<file path="config.mk">
export PLATFORM = sky130hd
export DESIGN_NAME = escape_time_fractal_pixel_core
export DESIGN_NICKNAME = d
export VERILOG_FILES = /design/src/rtl/etfp_pkg.sv /design/src/rtl/etfp_cfg_regs.sv /design/src/rtl/etfp_mul.sv /design/src/rtl/etfp_iter.sv /design/src/rtl/escape_time_fractal_pixel_core.sv
export SDC_FILE = /design/constraint.sdc
export NUM_CORES = 2
export LEC_CHECK = 0
export BUFFER_PORTS_ARGS = -buffer_cell sky130_fd_sc_hd__buf_2
export CAP_MARGIN = 10
export CORE_MARGIN = 5
export CORE_UTILIZATION = 35
export CTS_BUF_LIST = sky130_fd_sc_hd__clkbuf_16
export CTS_CLUSTER_DIAMETER = 200
export DETAILED_ROUTE_END_ITERATION = 16
export HOLD_SLACK_MARGIN = 0.02
export PLACE_DENSITY_LB_ADDON = 0.12
export SYNTH_ARGS = -nofsm -noshare
export SYNTH_HDL_FRONTEND = slang
export SYNTH_SLANG_ARGS = --single-unit
</file>
<file path="constraint.sdc">
create_clock -name clk -period 15.65 [get_ports clk]
set_input_delay 1.565 -clock clk [delete_from_list [all_inputs] [get_ports clk]]
set_output_delay 1.565 -clock clk [all_outputs]
set_load 0.02 [all_outputs]
</file>
<file path="src/rtl/etfp_pkg.sv">
// Shared types, constants and helper functions for the escape-time fractal pixel core.
// Used by every module of the block; depends on nothing else.

package etfp_pkg;

    // Default parameter values.
    localparam int COORD_BITS_DEFAULT = 10;
    localparam int FRAC_BITS_DEFAULT  = 28;

    // Fixed datapath widths.
    localparam int Z_W       = 32;   // coordinates and Z components
    localparam int PROD_W    = 64;   // exact product of two Z_W values
    localparam int SUM_W     = 66;   // headroom for sums before saturation
    localparam int STEP_W    = 31;
    localparam int ITER_W    = 8;
    localparam int CHAN_W    = 8;
    localparam int WHEEL_W   = 10;   // bits of the integer part that steer the colour wheel
    localparam int CFG_IDX_W = 3;
    localparam int CFG_DAT_W = 32;
    localparam int OUT_TDATA_W = 3 * CHAN_W;

    // Configuration register indexes.
    localparam logic [CFG_IDX_W-1:0] REG_RE_MIN   = 3'd0;
    localparam logic [CFG_IDX_W-1:0] REG_IM_MAX   = 3'd1;
    localparam logic [CFG_IDX_W-1:0] REG_RE_STEP  = 3'd2;
    localparam logic [CFG_IDX_W-1:0] REG_IM_STEP  = 3'd3;
    localparam logic [CFG_IDX_W-1:0] REG_SCROLL   = 3'd4;
    localparam logic [CFG_IDX_W-1:0] REG_MAX_ITER = 3'd5;

    // Register reset values.
    localparam logic signed [Z_W-1:0] RE_MIN_RST   = -32'sd536870912;
    localparam logic signed [Z_W-1:0] IM_MAX_RST   = 32'sd0;
    localparam logic [STEP_W-1:0]     STEP_RST     = '0;
    localparam logic [ITER_W-1:0]     MAX_ITER_RST = 8'd30;

    // Colour wheel segments.
    localparam logic [1:0] SEG_RED_GREEN  = 2'd0;
    localparam logic [1:0] SEG_GREEN_BLUE = 2'd1;
    localparam logic [1:0] SEG_BLUE_RED   = 2'd2;
    localparam logic [CHAN_W-1:0] CHAN_FULL = 8'hFF;

    typedef struct packed {
        logic signed [Z_W-1:0] re_min;
        logic signed [Z_W-1:0] im_max;
        logic [STEP_W-1:0]     re_step;
        logic [STEP_W-1:0]     im_step;
        logic [STEP_W-1:0]     scroll;
        logic [ITER_W-1:0]     max_iter;
    } etfp_cfg_t;

    typedef struct packed {
        logic                  valid;
        logic signed [Z_W-1:0] zi;
    } etfp_res_t;

    typedef struct packed {
        logic [CHAN_W-1:0] blue;
        logic [CHAN_W-1:0] green;
        logic [CHAN_W-1:0] red;
    } etfp_rgb_t;

    typedef enum logic [3:0] {
        ST_IDLE,
        ST_CRE,
        ST_CIM,
        ST_CIMW,
        ST_RR,
        ST_II,
        ST_RI,
        ST_UPD,
        ST_DONE
    } etfp_state_t;

    // Clamp a wide signed sum to the signed Z_W range.
    function automatic logic signed [Z_W-1:0] sat_z(input logic signed [SUM_W-1:0] v);
        logic hi_any;
        logic hi_all;
        begin
            hi_any = |v[SUM_W-2:Z_W-1];
            hi_all = &v[SUM_W-2:Z_W-1];
            if (!v[SUM_W-1] && hi_any)
            begin
                sat_z = {1'b0, {(Z_W-1){1'b1}}};
            end
            else if (v[SUM_W-1] && !hi_all)
            begin
                sat_z = {1'b1, {(Z_W-1){1'b0}}};
            end
            else
            begin
                sat_z = v[Z_W-1:0];
            end
        end
    endfunction

    // Colour wheel on the low bits of the integer part: three blending segments and a full-red top segment.
    function automatic etfp_rgb_t wheel(input logic [WHEEL_W-1:0] w);
        etfp_rgb_t         c;
        logic [CHAN_W-1:0] lo;
        begin
            lo = w[CHAN_W-1:0];
            case (w[WHEEL_W-1:CHAN_W])
                SEG_RED_GREEN:
                begin
                    c.red = CHAN_FULL - lo; c.green = lo; c.blue = '0;
                end
                SEG_GREEN_BLUE:
                begin
                    c.red = '0; c.green = CHAN_FULL - lo; c.blue = lo;
                end
                SEG_BLUE_RED:
                begin
                    c.red = lo; c.green = '0; c.blue = CHAN_FULL - lo;
                end
                default:
                begin
                    // Top segment: full red.
                    c.red = CHAN_FULL; c.green = '0; c.blue = '0;
                end
            endcase
            wheel = c;
        end
    endfunction

endpackage

</file>
<file path="src/rtl/etfp_cfg_regs.sv">
// Configuration register bank of the escape-time fractal pixel core.
// Depends on etfp_pkg for register indexes, reset values and the config struct.

module etfp_cfg_regs
    import etfp_pkg::*;
(
    input  logic                 clk,
    input  logic                 rst_n,
    input  logic                 cfg_wr_en,
    input  logic [CFG_IDX_W-1:0] cfg_addr,
    input  logic [CFG_DAT_W-1:0] cfg_wdata,
    output etfp_cfg_t            cfg
);

    etfp_cfg_t cfg_reg;
    etfp_cfg_t cfg_next;

    always_comb
    begin
        cfg_next = cfg_reg;
        if (cfg_wr_en)
        begin
            case (cfg_addr)
                REG_RE_MIN:   cfg_next.re_min   = $signed(cfg_wdata[Z_W-1:0]);
                REG_IM_MAX:   cfg_next.im_max   = $signed(cfg_wdata[Z_W-1:0]);
                REG_RE_STEP:  cfg_next.re_step  = cfg_wdata[STEP_W-1:0];
                REG_IM_STEP:  cfg_next.im_step  = cfg_wdata[STEP_W-1:0];
                REG_SCROLL:   cfg_next.scroll   = cfg_wdata[STEP_W-1:0];
                REG_MAX_ITER: cfg_next.max_iter = cfg_wdata[ITER_W-1:0];
                default:      cfg_next = cfg_reg;
            endcase
        end
    end

    always_ff @(posedge clk or negedge rst_n)
    begin
        if (!rst_n)
        begin
            cfg_reg.re_min   <= RE_MIN_RST;
            cfg_reg.im_max   <= IM_MAX_RST;
            cfg_reg.re_step  <= STEP_RST;
            cfg_reg.im_step  <= STEP_RST;
            cfg_reg.scroll   <= STEP_RST;
            cfg_reg.max_iter <= MAX_ITER_RST;
        end
        else
        begin
            cfg_reg <= cfg_next;
        end
    end

    assign cfg = cfg_reg;

endmodule

</file>
<file path="src/rtl/etfp_mul.sv">
// Shared signed multiplier with a registered product, used for every product of a pixel.
// Depends on etfp_pkg for the operand and product widths.

module etfp_mul
    import etfp_pkg::*;
(
    input  logic                     clk,
    input  logic signed [Z_W-1:0]    op_a,
    input  logic signed [Z_W-1:0]    op_b,
    output logic signed [PROD_W-1:0] prod
);

    logic signed [PROD_W-1:0] prod_reg;
    logic signed [PROD_W-1:0] prod_next;

    assign prod_next = op_a * op_b;

    always_ff @(posedge clk)
    begin
        prod_reg <= prod_next;
    end

    assign prod = prod_reg;

endmodule

</file>
<file path="src/rtl/etfp_iter.sv">
// Sequencer and Z datapath: forms c, then runs the escape-time loop on the shared multiplier.
// Depends on etfp_pkg and drives the operands of one etfp_mul instance.

module etfp_iter
    import etfp_pkg::*;
#(
    parameter int COORD_BITS = COORD_BITS_DEFAULT,
    parameter int FRAC_BITS  = FRAC_BITS_DEFAULT
)
(
    input  logic                     clk,
    input  logic                     rst_n,
    input  etfp_cfg_t                cfg,
    input  logic                     start,
    input  logic [COORD_BITS-1:0]    pixel_x,
    input  logic [COORD_BITS-1:0]    pixel_y,
    input  logic                     res_ack,
    output logic                     idle,
    output etfp_res_t                res
);

    localparam logic [PROD_W-1:0] ESC_LIMIT = 64'd4 << (2 * FRAC_BITS);

    etfp_state_t state_reg, state_next;
    logic [ITER_W-1:0] cnt_reg, cnt_next;

    logic [COORD_BITS-1:0]    px_reg, px_next;
    logic [COORD_BITS-1:0]    py_reg, py_next;
    logic signed [Z_W-1:0]    c_re_reg, c_re_next;
    logic signed [Z_W-1:0]    c_im_reg, c_im_next;
    logic signed [Z_W-1:0]    zr_reg, zr_next;
    logic signed [Z_W-1:0]    zi_reg, zi_next;
    logic signed [PROD_W-1:0] r2_reg, r2_next;
    logic signed [PROD_W-1:0] diff_reg, diff_next;

    logic signed [Z_W-1:0]    op_a;
    logic signed [Z_W-1:0]    op_b;
    logic signed [PROD_W-1:0] prod;

    logic signed [SUM_W-1:0] cre_sum;
    logic signed [SUM_W-1:0] cim_sum;
    logic signed [SUM_W-1:0] zr_sum;
    logic signed [SUM_W-1:0] zi_sum;
    logic [PROD_W-1:0]       mag_sq;
    logic                    escaped;

    etfp_mul u_mul (
        .clk  (clk),
        .op_a (op_a),
        .op_b (op_b),
        .prod (prod)
    );

    assign cre_sum = SUM_W'(cfg.re_min) + SUM_W'(prod);
    assign cim_sum = SUM_W'(cfg.im_max) - SUM_W'(prod) - SUM_W'($signed({1'b0, cfg.scroll}));
    // The factor two of 2*zr*zi is taken by shifting one place less.
    assign zi_sum  = SUM_W'(prod >>> (FRAC_BITS - 1)) + SUM_W'(c_im_reg);
    assign zr_sum  = SUM_W'(diff_reg >>> FRAC_BITS) + SUM_W'(c_re_reg);
    // Both squares are non-negative and at most 2^62, so the sum cannot wrap.
    assign mag_sq  = $unsigned(r2_reg) + $unsigned(prod);
    assign escaped = mag_sq > ESC_LIMIT;

    always_comb
    begin
        state_next = state_reg;
        cnt_next   = cnt_reg;
        px_next    = px_reg;
        py_next    = py_reg;
        c_re_next  = c_re_reg;
        c_im_next  = c_im_reg;
        zr_next    = zr_reg;
        zi_next    = zi_reg;
        r2_next    = r2_reg;
        diff_next  = diff_reg;
        op_a       = zr_reg;
        op_b       = zr_reg;
        case (state_reg)
            ST_IDLE:
            begin
                if (start)
                begin
                    px_next    = pixel_x;
                    py_next    = pixel_y;
                    state_next = ST_CRE;
                end
            end
            ST_CRE:
            begin
                op_a       = $signed(Z_W'(px_reg));
                op_b       = $signed({1'b0, cfg.re_step});
                state_next = ST_CIM;
            end
            ST_CIM:
            begin
                op_a       = $signed(Z_W'(py_reg));
                op_b       = $signed({1'b0, cfg.im_step});
                c_re_next  = sat_z(cre_sum);
                zr_next    = sat_z(cre_sum);
                state_next = ST_CIMW;
            end
            ST_CIMW:
            begin
                c_im_next = sat_z(cim_sum);
                zi_next   = sat_z(cim_sum);
                cnt_next  = '0;
                if (cfg.max_iter == '0)
                begin
                    state_next = ST_DONE;
                end
                else
                begin
                    state_next = ST_RR;
                end
            end
            ST_RR:
            begin
                op_a       = zr_reg;
                op_b       = zr_reg;
                state_next = ST_II;
            end
            ST_II:
            begin
                op_a       = zi_reg;
                op_b       = zi_reg;
                r2_next    = prod;
                state_next = ST_RI;
            end
            ST_RI:
            begin
                op_a      = zr_reg;
                op_b      = zi_reg;
                diff_next = r2_reg - prod;
                if (escaped)
                begin
                    state_next = ST_DONE;
                end
                else
                begin
                    state_next = ST_UPD;
                end
            end
            ST_UPD:
            begin
                zr_next  = sat_z(zr_sum);
                zi_next  = sat_z(zi_sum);
                cnt_next = cnt_reg + 1'b1;
                if (cnt_reg + 1'b1 == cfg.max_iter)
                begin
                    state_next = ST_DONE;
                end
                else
                begin
                    state_next = ST_RR;
                end
            end
            ST_DONE:
            begin
                if (res_ack)
                begin
                    state_next = ST_IDLE;
                end
            end
            default:
            begin
                state_next = ST_IDLE;
            end
        endcase
    end

    always_ff @(posedge clk or negedge rst_n)
    begin
        if (!rst_n)
        begin
            state_reg <= ST_IDLE;
            cnt_reg   <= '0;
        end
        else
        begin
            state_reg <= state_next;
            cnt_reg   <= cnt_next;
        end
    end

    always_ff @(posedge clk)
    begin
        px_reg   <= px_next;
        py_reg   <= py_next;
        c_re_reg <= c_re_next;
        c_im_reg <= c_im_next;
        zr_reg   <= zr_next;
        zi_reg   <= zi_next;
        r2_reg   <= r2_next;
        diff_reg <= diff_next;
    end

    assign idle      = (state_reg == ST_IDLE);
    assign res.valid = (state_reg == ST_DONE);
    assign res.zi    = zi_reg;

endmodule

</file>
<file path="src/rtl/escape_time_fractal_pixel_core.sv">
// Escape-time fractal pixel core: one pixel coordinate in, one colour out.
// One pixel is in flight at a time; the next is taken once its result has moved into the
// output register, which happens only while that register is empty or being emptied.
// The shared multiplier (three products per iteration) serialises each iteration;
// rst_n (async, low) idles all.

module escape_time_fractal_pixel_core
    import etfp_pkg::*;
#(
    parameter int COORD_BITS = COORD_BITS_DEFAULT,
    parameter int FRAC_BITS  = FRAC_BITS_DEFAULT
)
(
    input  logic                                   clk,
    input  logic                                   rst_n,
    input  logic                                   cfg_wr_en,
    input  logic [CFG_IDX_W-1:0]                   cfg_addr,
    input  logic [CFG_DAT_W-1:0]                   cfg_wdata,
    input  logic                                   s_tvalid,
    output logic                                   s_tready,
    // pixel_x, pixel_y, zero padding to whole bytes
    input  logic [((2*COORD_BITS+7)/8)*8-1:0]      s_tdata,
    output logic                                   m_tvalid,
    input  logic                                   m_tready,
    // red, green, blue
    output logic [OUT_TDATA_W-1:0]                 m_tdata
);

    etfp_cfg_t cfg;
    etfp_res_t res;
    logic      idle;
    logic      res_ack;

    logic      out_valid_reg, out_valid_next;
    etfp_rgb_t rgb_reg;
    etfp_rgb_t rgb_next;

    logic [Z_W:0]         zi_mag;
    logic [Z_W:0]         ip_mag;
    logic [WHEEL_W-1:0]   wheel_in;

    etfp_cfg_regs u_cfg (
        .clk       (clk),
        .rst_n     (rst_n),
        .cfg_wr_en (cfg_wr_en),
        .cfg_addr  (cfg_addr),
        .cfg_wdata (cfg_wdata),
        .cfg       (cfg)
    );

    etfp_iter #(
        .COORD_BITS (COORD_BITS),
        .FRAC_BITS  (FRAC_BITS)
    ) u_iter (
        .clk     (clk),
        .rst_n   (rst_n),
        .cfg     (cfg),
        .start   (s_tvalid && s_tready),
        .pixel_x (s_tdata[COORD_BITS-1:0]),
        .pixel_y (s_tdata[2*COORD_BITS-1:COORD_BITS]),
        .res_ack (res_ack),
        .idle    (idle),
        .res     (res)
    );

    assign s_tready = idle;

    // Integer part of Z_im, truncated toward zero, taken on its magnitude.
    assign zi_mag   = res.zi[Z_W-1] ? ((Z_W+1)'(0) - {res.zi[Z_W-1], res.zi})
                                    : {res.zi[Z_W-1], res.zi};
    assign ip_mag   = zi_mag >> FRAC_BITS;
    assign wheel_in = res.zi[Z_W-1] ? WHEEL_W'(WHEEL_W'(0) - ip_mag[WHEEL_W-1:0])
                                    : ip_mag[WHEEL_W-1:0];

    // The result register loads a finished result whenever it is empty or being emptied.
    assign res_ack  = res.valid && (!out_valid_reg || m_tready);

    always_comb
    begin
        rgb_next       = rgb_reg;
        out_valid_next = out_valid_reg;
        if (res_ack)
        begin
            rgb_next       = wheel(wheel_in);
            out_valid_next = 1'b1;
        end
        else if (m_tready)
        begin
            out_valid_next = 1'b0;
        end
    end

    always_ff @(posedge clk or negedge rst_n)
    begin
        if (!rst_n)
        begin
            out_valid_reg <= 1'b0;
        end
        else
        begin
            out_valid_reg <= out_valid_next;
        end
    end

    always_ff @(posedge clk)
    begin
        rgb_reg <= rgb_next;
    end

    assign m_tvalid = out_valid_reg;
    assign m_tdata  = rgb_reg;

endmodule

</file>
---- After elaboration in Yosys (flattened, before gate mapping) ----
Index checks and enable logic that the tools add are counted.
storage, ports and cells
  word-level logic and storage cells ...... 120
  input port bits ......................... 64
  bits in registers ....................... 542
  output and inout port bits .............. 26
cells by class
  multiplexer cells ....................... 24
  multiply operators ...................... 1
  reduce and logical (&&, ||, !) cells .... 44
  equal/unequal tests ..................... 18
  $add $sub $neg .......................... 11
  order comparisons ....................... 1
operator list
  cell                                                   number
  2-to-1 mux 32 bit                                      8
  one-hot mux 32 bit (3 select lines)                    2
  AND reduction 34 bit                                   4
  OR reduction 34 bit                                    4
  one-hot mux 32 bit (2 select lines)                    2
  one-hot mux 24 bit (3 select lines)                    1
  subtractor 66 x 32 -> 66 bit                           1
  adder 32 x 64 -> 65 bit                                1
  subtractor 32 x 64 -> 65 bit                           1
  adder 64 bit                                           1
  > comparator 64 x 59 -> 1 bit (second input constant)  1
  multiplier 32 x 32 -> 64 bit                           1
  subtractor 64 bit                                      1
  adder 37 x 32 -> 38 bit                                1
  adder 36 x 32 -> 37 bit                                1
  one-hot mux 4 bit (9 select lines)                     1
  2-to-1 mux 33 bit                                      1
  subtractor 1 x 32 -> 33 bit (first input constant)     1
  2-to-1 mux 4 bit                                       5
  == test 4 x 3 -> 1 bit (second input constant)         4
  one-hot mux 8 bit (2 select lines)                     1
  AND reduction 2 bit                                    8
  logical AND 1 bit                                      10
  2-to-1 mux 10 bit                                      1
  22 further kinds                                       37

---- Depth between registers and ports, before layout ----
  word-level depth ........................ 8
  gate-level depth with buffers ........... 42
  depth with buffers taken out ............ 38

---- Hierarchy ----
A second synthesis with hierarchy kept.
second synthesis, totals
  cells, all modules ...................... 8540
  area total of the unflattened synthesis .. 77757.1 um^2
modules (own cells, without submodules)
  module                          times used  cells each  area each (um^2)  sequential area each (um^2)
  etfp_mul                        1           3879        37108.1           1281.2
  etfp_iter                       1           4251        33721.1           7747.4
  etfp_cfg_regs                   1           352         6216.0            4137.7
  escape_time_fractal_pixel_core  1           58          711.9             385.4

---- Worst setup path after synthesis ----
Ideal clock, no wire load.
  kind .................................... register to register
  from .................................... reg u_iter.state_reg[1]
  to ...................................... reg u_iter.u_mul.prod_reg[62], in the netlist u_iter.u_mul.prod[62]
  arrival ................................. 11174 ps
  slack ................................... 4419 ps
  required time ........................... 15592 ps
  period minus slack after synthesis ...... 11231 ps
  stages on the path, launching flop included .. 38
  library setup time ...................... 58 ps
  path through ............................ dfrtp_1 -> clkbuf_1 -> nor2_1 -> nand2_1 -> nor2_1 -> clkbuf_1 -> a22oi_1 -> clkbuf_1 -> nor2_1 -> fa_1 -> fa_1 -> inv_1 -> fa_1 -> fa_1 -> inv_1 -> fa_1 -> fa_1 -> fa_1 -> (+2 left out) -> inv_1 -> ha_1 -> and3_1 -> a221oi_1 -> o21ai_0 -> a211oi_1 -> nor2_1 -> o21ai_0 -> nand2_1 -> a41oi_1 -> o311ai_0 -> o21ai_0 -> nand2b_1 -> a21oi_1 -> a21oi_1 -> o31a_1 -> nor4b_1 -> a211o_1
on the way
  longest elaborated chain between the ends .. 4
  elaborated cells between the ends (all ways) .. 8
RTL lines
  element                               line              source
  start, declared                       etfp_iter.sv:24   etfp_state_t state_reg, state_next;
  start signal, assigned                etfp_iter.sv:179  state_reg <= state_next;
  == test 4 x 3 -> 1 bit                etfp_iter.sv:77   case (state_reg)
  OR reduction 2 bit (no source line)   n/a
  one-hot mux 32 bit (3 select lines)   etfp_iter.sv:77
  multiplier 32 x 32 -> 64 bit (*)      etfp_mul.sv:16    assign prod_next = op_a * op_b;
  named net u_iter.u_mul.prod_next[62]  etfp_mul.sv:14    logic signed [PROD_W-1:0] prod_next;
  end signal, assigned                  etfp_mul.sv:20    prod_reg <= prod_next;
  end, declared                         etfp_mul.sv:13    logic signed [PROD_W-1:0] prod_reg;
Mark *: on every way through the listed nets, which the timed path passes. The rest lies on a longest branch.
A chain may end at the register's enable or synchronous reset.

---- Worst setup path after layout ----
  from .................................... reg u_iter.state_reg[2]
  to ...................................... reg u_iter.u_mul.prod_reg[62], in the netlist u_iter.u_mul.prod[62]
Same word-level chain as after synthesis.

==> summary.md <==
| Metric | Value |
|---|---|
| Run status | completed |
| Post-CTS resize count | 0 |
| Vias in the first global route | 60400 |
| Synth Flop Type | edfxtp_1 |
| Crit path top cell by count | fa_1 |
| Reg2Reg Setup Slack | 3.64 ns |
| Antenna violations before repair | 21 |
| Clock slew at reported path FFs | 0.06 ns |
| Clk Latency, worst-skew pair | 0.71 ns |
| Largest cells by area after synthesis | fa_1 29%, edfxtp_1 10%, ha_1 9.1%, inv_1 6.0%, dfrtp_1 5.7% |
| Final Critical Period | 12.01 ns |
| Area of the multi-input gates | 0.0555 mm^2 |
| Rel. slew slack | 7.77% |
| Vias per inst | 5.45 |
| DRT Wirelength | 282 mm |
| Fillers | 21500 |
| Clock Path Buffers | 3 |
| Slew @ Worst Pin | 1.38 ns |
| Worst r2r src | u_iter.state_reg[2] |
| Fin. Hold Viols | 0 |
| CP Max Fanout | 45 |
| Skew final | 0.0417 ns |
| Routability Congestion | 0.997 |
| Yosys top cell area share | 29.2% |
| Hold crit path type | reg2reg |
| Die X | 472 um |
| Most common cell after layout, fill and taps aside | inv_1 |
| Max Cap Viol | 0 |
| FF-to-FF End | u_iter.u_mul.prod[62] |
| Post-synthesis cell count | 8275 |
| Critical path endpoint | u_iter.u_mul.prod[62] |
| Crit Path Category | reg2reg |
| Reg2reg path depth | 40 |
| IO Port Bufs | 77 |
| Final worst path period share | 76.7% |
| Final max-slew violation count | 0 |
| Final routed DRC violation total | 0 |
| Share of cells above drive strength 1 | 7.57% |
| Asr flop ratio synth | 35.5% |
| Initial core utilization | 35.2% |
| Die area | 0.223 mm^2 |
| First-pass GRT wire length | 417 mm |
| Slowest CP cell | buf_4 |
| Setup crit end kind | register |
| Sequential-to-total area share from yosys stat | 18.1% |
| Vias post-DR | 60500 |
| Syn Area/Cell | 9.02 um^2 |
| WL/cell | 25.4 um |
| Synth warn | 0 |
| DRT antenna net count | 0 |
| Critical path's largest stage delay | 0.61 ns |
| Root buf cell | clkbuf_16 |
| HPWL Detailed | 230 mm |
| CTS tree | done |
| Worst path arrival time | 12.62 ns |
| Total CTS buffers | 61 |
| Fmax | 0.0833 GHz |
| Die height | 472 um |
| Reg area | 0.0136 mm^2 |
| Yosys top cell by area | fa_1 |
| RSZ-0062 raised after global routing | false |
| Core Util, Final | 38.0% |
| Largest net degree at the start of global routing | 109 |
| DRT Pass-1 Iters | 8 |
| Max FFs per register | 165 |
| Synth cell types | 118 |
| Core area | 0.212 mm^2 |
| IO Pins | 90 |
| Setup crit start | u_iter.state_reg[2] |
| Number of synthesized register bits | 502 |
| Most frequent cells in the layout | 1209 x inv_1, 1088 x fa_1, 867 x nand2_1 |
| Kind of start point of the critical path | register |
| EDFF count, synth | 260 |
| Syn Std Cell Area | 0.0747 mm^2 |
| Total gr overflow | 0 |
| Cell Rows | 169 |
| Cts hold-fix bufs | 0 |
| GRT Util Overall | 25.1% |
| Detailed Route Iter0 Violations | 5046 |
| Setup Fix Bufs, Post-CTS | 0 |
| Fin Setup TNS | 0 ns |
| Worst EP required | 16.26 ns |
| Setup violators final | 0 |
| CTS H-tree depth | 2 |
| CTS sink count | 502 |
| Final net count | 9924 |
| Synthesis-to-layout area growth | 8.11% |
critical path: cells and delay by family, from the launching register on:
family,cells,cell delay [ns]
adders and majority gates,9,4.18
AOI/OAI and AO/OA,14,3.80
buffers and inverters,9,2.18
and+or+nand+nor,8,1.26
DFF,1,0.36
through the flow:
stage / setup WS, ns / cell area (um^2) / cells / hold WS (ns)
global placement: 3.83 / 78700 / 11000 / 0.486
global route: 3.03 / 80700 / 11100 / 0.521
finish: 3.64 / 80700 / 11100 / 0.504
floorplan: 4.42 / 74700 / 8285 / 0.463
CTS: 3.66 / 80700 / 11100 / 0.505
detailed placement: 3.80 / 78700 / 11000 / 0.492
cells by family after synthesis:
logic type / count (synthesis) / share of synthesized area, %
buf+inv: 1558 / 7.99
mux: 159 / 2.36
flops: 502 / 18.1
other cells: 2 / 0.0101
xor+xnor: 341 / 4.02
fa+ha+maj: 1632 / 38.3
simple gates: 2444 / 14.7
compound gates: 1637 / 14.5
cells in the mapped netlist, types with 31 or more instances:
library cell  instances
dfxtp_1              64
xnor2_1             223
or2_2                37
dfrtp_1             171
o31ai_1              44
a21oi_1             458
clkbuf_1            309
nand2_1             868
nor2_1              867
edfxtp_1            260
nand2b_1             68
and2_1               41
ha_1                544
o21a_1               90
o21bai_1             84
nor3_1              111
nand4_1              60
a31oi_1              41
a21o_1              152
nor4_1               62
fa_1               1088
o21ai_0             327
and3_1               36
mux2_2              136
a222oi_1             31
xor2_1              116
a211oi_1             48
nor2b_1              51
nand3_1             113
or3_1                39
inv_1              1194
final cells by class:
type | count | share of cell area (%)
tap | 2821 | 4.37
sequential | 502 | 16.8
inverter | 1197 | 5.57
clock buffer | 65 | 2.01
multi-input combinational | 6225 | 68.7
antenna | 2 | 0.00620
timing repair buffer | 241 | 2.03
clock inverter | 51 | 0.518
per-layer routing:
metal | up-vias | share of wire [%] | global-route usage (%)
met3 | 309 | 5.8 | 3.33
met4 | 0 | 3.2 | 6.73
met1 | 31000 | 46 | 35.8
met5 | - | 0 | 0
li1 | 27300 | - | -
met2 | 1782 | 45 | 40.2
worst min path at each step:
stage / startpoint / endpoint / slack (ns) / cells past startpoint
final: u_iter.cnt_reg[7] / u_iter.cnt_reg[7] / 0.50 / 1
after global routing: u_cfg.cfg[78] / u_cfg.cfg[78] / 0.52 / 1
after CTS: u_iter.cnt_reg[7] / u_iter.cnt_reg[7] / 0.51 / 1
after detailed placement: u_iter.cnt_reg[7] / u_iter.cnt_reg[7] / 0.49 / 1
after global placement: u_cfg.cfg[48] / u_cfg.cfg[48] / 0.49 / 1
after floorplan: u_iter.u_mul.prod[10] / u_iter.r2_reg[10] / 0.46 / 0
Power is left out: the tool's default activity adds up to more than one toggle a clock period on the data nets, which glitch-free logic cannot reach.
